[src/rtl/tcr_pkg.sv]
// Shared types and constants for the triangle coverage rasterizer.
// Used by tcr_ctrl, tcr_dp and triangle_coverage_rasterizer_unit; no dependencies.
package tcr_pkg;

  localparam int TCR_COORD_W = 18;   // vertex coordinate width
  localparam int TCR_FRAC_W  = 16;   // fraction bits
  localparam int TCR_CFG_W   = 9;    // map_width / map_height register width
  localparam int TCR_ADDR_W  = 3;    // APB byte address width
  localparam int TCR_DATA_W  = 32;   // APB data width
  localparam int TCR_WORD_W  = 32;   // coverage bits per memory word
  localparam int TCR_WORD_LG = 5;    // log2 of TCR_WORD_W
  localparam int TCR_STEP_W  = 4;

  localparam logic [TCR_FRAC_W-1:0] TCR_HALF_PX = 16'h8000;

  // register select (byte address bit 2)
  localparam logic TCR_REG_WIDTH  = 1'b0;
  localparam logic TCR_REG_HEIGHT = 1'b1;

  // sequencing steps of the shared multiplier
  localparam logic [TCR_STEP_W-1:0] TCR_NUM_COORD    = 4'd6;
  localparam logic [TCR_STEP_W-1:0] TCR_STEP_ROWBASE = 4'd6;
  localparam logic [TCR_STEP_W-1:0] TCR_WB_LAG       = 4'd2;
  localparam logic [TCR_STEP_W-1:0] TCR_SCALE_LAST   = 4'd7;
  localparam logic [TCR_STEP_W-1:0] TCR_SETUP_LAST   = 4'd8;

  typedef struct packed {
    logic                  load;   // capture input transfer
    logic                  clr;    // clear one memory word
    logic                  scale;  // vertex scaling step
    logic                  box;    // bounding box and edge deltas
    logic                  setup;  // edge and row base setup step
    logic                  rd;     // read coverage word of current pixel
    logic                  wr;     // mark current pixel
    logic                  adv;    // move to next pixel
    logic [TCR_STEP_W-1:0] step;
  } tcr_cmd_t;

  typedef struct packed {
    logic box_empty;
    logic covered;
    logic last_px;
    logic hit;
    logic clr_last;
  } tcr_stat_t;

endpackage

[src/rtl/tcr_ctrl.sv]
// Controller state machine of the triangle coverage rasterizer.
// Depends on tcr_pkg; drives tcr_dp through tcr_cmd_t, reads tcr_stat_t.
module tcr_ctrl
  import tcr_pkg::*;
(
  input  logic      clk_i,
  input  logic      rst_ni,
  input  logic      in_valid_i,
  output logic      in_stall_o,
  input  logic      mode_i,
  output logic      out_valid_o,
  input  logic      out_stall_i,
  output logic      overlap_o,
  output tcr_cmd_t  cmd_o,
  input  tcr_stat_t stat_i
);

  typedef enum logic [8:0] {
    S_INIT  = 9'b000000001,
    S_IDLE  = 9'b000000010,
    S_CLEAR = 9'b000000100,
    S_SCALE = 9'b000001000,
    S_BOX   = 9'b000010000,
    S_SETUP = 9'b000100000,
    S_WALK  = 9'b001000000,
    S_CHECK = 9'b010000000,
    S_DONE  = 9'b100000000
  } state_e;

  state_e                state_q, state_d;
  logic [TCR_STEP_W-1:0] cnt_q, cnt_d;
  logic                  ovl_q, ovl_d;
  logic                  out_valid_q, out_valid_d;
  logic                  out_ovl_q, out_ovl_d;

  always_comb begin
    state_d     = state_q;
    cnt_d       = cnt_q;
    ovl_d       = ovl_q;
    out_valid_d = out_valid_q & out_stall_i;
    out_ovl_d   = out_ovl_q;
    cmd_o       = '0;
    cmd_o.step  = cnt_q;
    unique case (state_q)
      S_INIT: begin
        cmd_o.clr = 1'b1;
        if (stat_i.clr_last) begin
          state_d = S_IDLE;
        end
      end
      S_IDLE: begin
        if (in_valid_i) begin
          cmd_o.load = 1'b1;
          ovl_d      = 1'b0;
          cnt_d      = '0;
          state_d    = mode_i ? S_CLEAR : S_SCALE;
        end
      end
      S_CLEAR: begin
        cmd_o.clr = 1'b1;
        if (stat_i.clr_last) begin
          state_d = S_DONE;
        end
      end
      S_SCALE: begin
        cmd_o.scale = 1'b1;
        cnt_d       = cnt_q + 1'b1;
        if (cnt_q == TCR_SCALE_LAST) begin
          cnt_d   = '0;
          state_d = S_BOX;
        end
      end
      S_BOX: begin
        cmd_o.box = 1'b1;
        state_d   = stat_i.box_empty ? S_DONE : S_SETUP;
      end
      S_SETUP: begin
        cmd_o.setup = 1'b1;
        cnt_d       = cnt_q + 1'b1;
        if (cnt_q == TCR_SETUP_LAST) begin
          cnt_d   = '0;
          state_d = S_WALK;
        end
      end
      S_WALK: begin
        if (stat_i.covered) begin
          cmd_o.rd = 1'b1;
          state_d  = S_CHECK;
        end else begin
          cmd_o.adv = 1'b1;
          if (stat_i.last_px) begin
            state_d = S_DONE;
          end
        end
      end
      S_CHECK: begin
        if (stat_i.hit) begin
          ovl_d   = 1'b1;
          state_d = S_DONE;
        end else begin
          cmd_o.wr  = 1'b1;
          cmd_o.adv = 1'b1;
          state_d   = stat_i.last_px ? S_DONE : S_WALK;
        end
      end
      S_DONE: begin
        if (!out_valid_q || !out_stall_i) begin
          out_valid_d = 1'b1;
          out_ovl_d   = ovl_q;
          state_d     = S_IDLE;
        end
      end
      default: begin
        state_d = S_IDLE;
      end
    endcase
  end

  always_ff @(posedge clk_i or negedge rst_ni) begin
    if (!rst_ni) begin
      state_q     <= S_INIT;
      cnt_q       <= '0;
      ovl_q       <= 1'b0;
      out_valid_q <= 1'b0;
    end else begin
      state_q     <= state_d;
      cnt_q       <= cnt_d;
      ovl_q       <= ovl_d;
      out_valid_q <= out_valid_d;
    end
  end

  always_ff @(posedge clk_i) begin
    out_ovl_q <= out_ovl_d;
  end

  assign in_stall_o  = (state_q != S_IDLE);
  assign out_valid_o = out_valid_q;
  assign overlap_o   = out_ovl_q;

  a_hit_stops_walk : assert property (@(posedge clk_i) disable iff (!rst_ni)
    (state_q == S_CHECK && stat_i.hit) |=> (state_q == S_DONE && ovl_q))
    else $error("walk did not stop on an already marked pixel");

  a_result_from_done : assert property (@(posedge clk_i) disable iff (!rst_ni)
    $rose(out_valid_q) |-> ($past(state_q) == S_DONE))
    else $error("result raised outside of the done state");

  a_clear_mode : assert property (@(posedge clk_i) disable iff (!rst_ni)
    (state_q == S_IDLE && in_valid_i && mode_i) |=> (state_q == S_CLEAR))
    else $error("clear transfer did not start the clear sweep");

endmodule

[config.mk]
export PLATFORM = sky130hd
export DESIGN_NAME = tcr_ctrl
export DESIGN_NICKNAME = d
export VERILOG_FILES = /design/src/rtl/tcr_pkg.sv /design/src/rtl/tcr_ctrl.sv
export SDC_FILE = /design/constraint.sdc
export NUM_CORES = 1
export LEC_CHECK = 0
export BUFFER_PORTS_ARGS = -buffer_cell sky130_fd_sc_hd__buf_2
export CORE_AREA = 2 2 55 44
export CTS_CLUSTER_DIAMETER = 120
export DETAILED_ROUTE_END_ITERATION = 7
export DIE_AREA = 0 0 57 46
export PLACE_DENSITY = 0.73
export SYNTH_ARGS = -nofsm -noshare
export SYNTH_HDL_FRONTEND = slang
export SYNTH_SLANG_ARGS = --single-unit
export TNS_END_PERCENT = 10
[constraint.sdc]
create_clock -name clk_i -period 2.5 [get_ports clk_i]
set_clock_uncertainty 0.15 [all_clocks]
set_input_delay 0.5 -clock clk_i [delete_from_list [all_inputs] [get_ports clk_i]]
set_output_delay 0.5 -clock clk_i [all_outputs]
set_load 0.005 [all_outputs]
==> run metrics <==
cell count after synthesis=between 100 and 150; pwr dens=slightly below 1000 nW/um^2; CTS buffer count=3; Worst R2R Setup Slack=between 200 and 300 ps; DIE AREA=around 2600 sq um; H-tree levels=1; setup_tns=-26.2 ps; Cell Rows=15; Vert. Die Dim=46 um; Max Slew Vio Count=0; initial DRC count=23; Vias/cell=5.55; Fin. Hold Viols=0; max-cap viol count=0; Inserted Diodes=0; initial core utilization=0.465; routability cong.=around 0.89; Worst Path Arrival=roughly 1900 ps; worst setup margin=-14.1 ps; largest net degree at the start of global routing=16; startpoint types=register; final net count=159; most frequent cells in the layout=buf_2, nor2_1, dfrtp_1, buf_4, inv_1; failing checks=setup timing; Final min period=between 2000 and 3000 ps; Routed WL=between 2000 and 3000 um; asr flop ratio synth=0.938; io pins=25; clock root cell=clkbuf_4; status=finished with violations; Final ANT Viol Nets=0; IO Port Bufs=24; fill count=approximately 190; total number of vias=around 950; Design Power=1.24 mW; FMAX=about 400 MHz; commonest non-fill, non-tap cell in the layout=buf_2; First-pass DRT Iterations=4; die width=57 um; EDFF count, synth=1; Cell variety after synth=37; Worst setup EP type=output pin; period utilization=1.01; relative slew slack=0.749; initial antenna violation count=0; first-pass GRT wire length=4290 um; Post-Syn Area=996 sq um; Clock Tree Buf Depth=2; P_leak=about 0.68 nW; P&R area growth vs syn=29.9%; # setup viols final=3; hold crit path type=primary input to register; Main synth FF type=dfrtp_1; Mean Syn Cell Area=roughly 9.3 sq um; unrepaired setup endpoints after global routing=yes; maximum VDD drop=approximately 0.00066 V; CTS tree=built; Crit Path Max Fanout=4; wire length per cell=14.7 um; Seq cells post-synth=16; core area=2140 sq um; Syn. warnings=0; total grt overflow=0; kind of critical path=register to output pin; Register-to-Register Path Depth=5; fraction of layout instances using a drive strength above 1=0.384; Worst-path clk slew=100 ps; worst-margin pin slew=between 300 and 400 ps; syn_nets=~120; worst skew pair latency=approximately 290 ps; DRC errors left=0; total clock sinks=16; vias in the first global route=approximately 950; HPWL Detailed=around 1900 um; Total GRT Usage=0.225; Seq/Total Area, Yosys=0.408; Critical Path RT=approximately 1900 ps; worst hold stages=2
per-stage QoR:
stage               area [sq um]  std cells  setup WS (ps)   util  hold slack, ps
CTS                         1280        171          -67.6  0.599             266
floorplan                    996        107            206      -            54.4
detailed placement          1200        163            130  0.559             275
finish                      1290        171          -14.1  0.605             266
global placement            1200        163            238  0.559             270
global route                1290        171           -131  0.605             265
sequential cells by signal, summed over array words and instances (netlist names):
register / count
overlap_o: 1
state_q: 9
ovl_q: 1
out_valid_o: 1
cnt_q: 4
power breakdown:
group / leakage [nW] / total (mW) / internal (mW) / switching, mW
Clock: 0.0210 / 0.175 / 0.0888 / 0.0867
Sequential: 0.211 / 0.373 / 0.311 / 0.0619
Combinational: 0.444 / 0.696 / 0.341 / 0.355
final cells by class:
class	count	area (sq um)	area share
Multi-Input combinational cell	79	559	0.432
Tap cell	25	31.3	0.0242
Clock buffer	4	36.3	0.0280
Inverter	11	41.3	0.0319
Timing Repair Buffer	36	219	0.169
Sequential cell	16	407	0.314
cell families (layout without fill, tap and decap cells):
logic type	Yosys count	after routing	synth area share
fa+ha+maj	2	2	0.0251
mux	2	2	0.0201
buf+inv	12	51	0.0528
compound gates	21	21	0.151
simple gates	51	51	0.317
xor+xnor	3	3	0.0264
flops	16	16	0.408
Yosys cell counts, drive strengths merged (2+ instances only):
| cell | count | area [sq um] |
|---|---|---|
| inv | 11 | 41.3 |
| and2 | 2 | 12.5 |
| a21oi | 3 | 15.0 |
| a2bb2oi | 2 | 30.0 |
| dfrtp | 14 | 350 |
| nor2 | 15 | 56.3 |
| or4 | 3 | 31.3 |
| mux2i | 2 | 20.0 |
| o22ai | 4 | 25.0 |
| xor2 | 2 | 17.5 |
| a31oi | 3 | 18.8 |
| nand2b | 3 | 18.8 |
| and3 | 3 | 18.8 |
| nor4 | 2 | 18.8 |
| nand2 | 5 | 18.8 |
| nand3 | 6 | 42.5 |
| nor3 | 4 | 20.0 |
| o21ai | 5 | 25.0 |
| nor4b | 2 | 32.5 |
| ha | 2 | 25.0 |
| nor3b | 2 | 15.0 |
critical path: stages (launching register included):
cell and delay [ps]:
dfrtp_1 390, or4_4 580, nor4b_4 270, nand2_2 130
inv_2 100, buf_6 90
routing by layer:
layer	up-vias	track usage	wire length, um
li1	464	-	-
met1	451	0.286	1220
met2	30	0.368	1090
met3	4	0.0739	173
met4	0	0.0744	34
met5	-	0	0
what timing repair did:
action / CTS / global route
gates resized for setup: 6 / 4
endpoints found under the hold margin: 14 / 0
setup buffers: 3 / 0
pin swaps: 2 / 3
setup endpoints to repair: 7 / 7
hold buffers: 1 / 0
cloned: 0 / 0
final timing paths:
kind,startpoint,end
max reg2reg,state_q[7],state_q[2]
min,mode_i,state_q[3]
max in group asynchronous,rst_ni,state_q[0]
min in group asynchronous,rst_ni,state_q[6]
min reg2reg,ovl_q,overlap_o
max,state_q[7],cmd_o[11]
No activity file was read; power rests on OpenSTA's default activity.
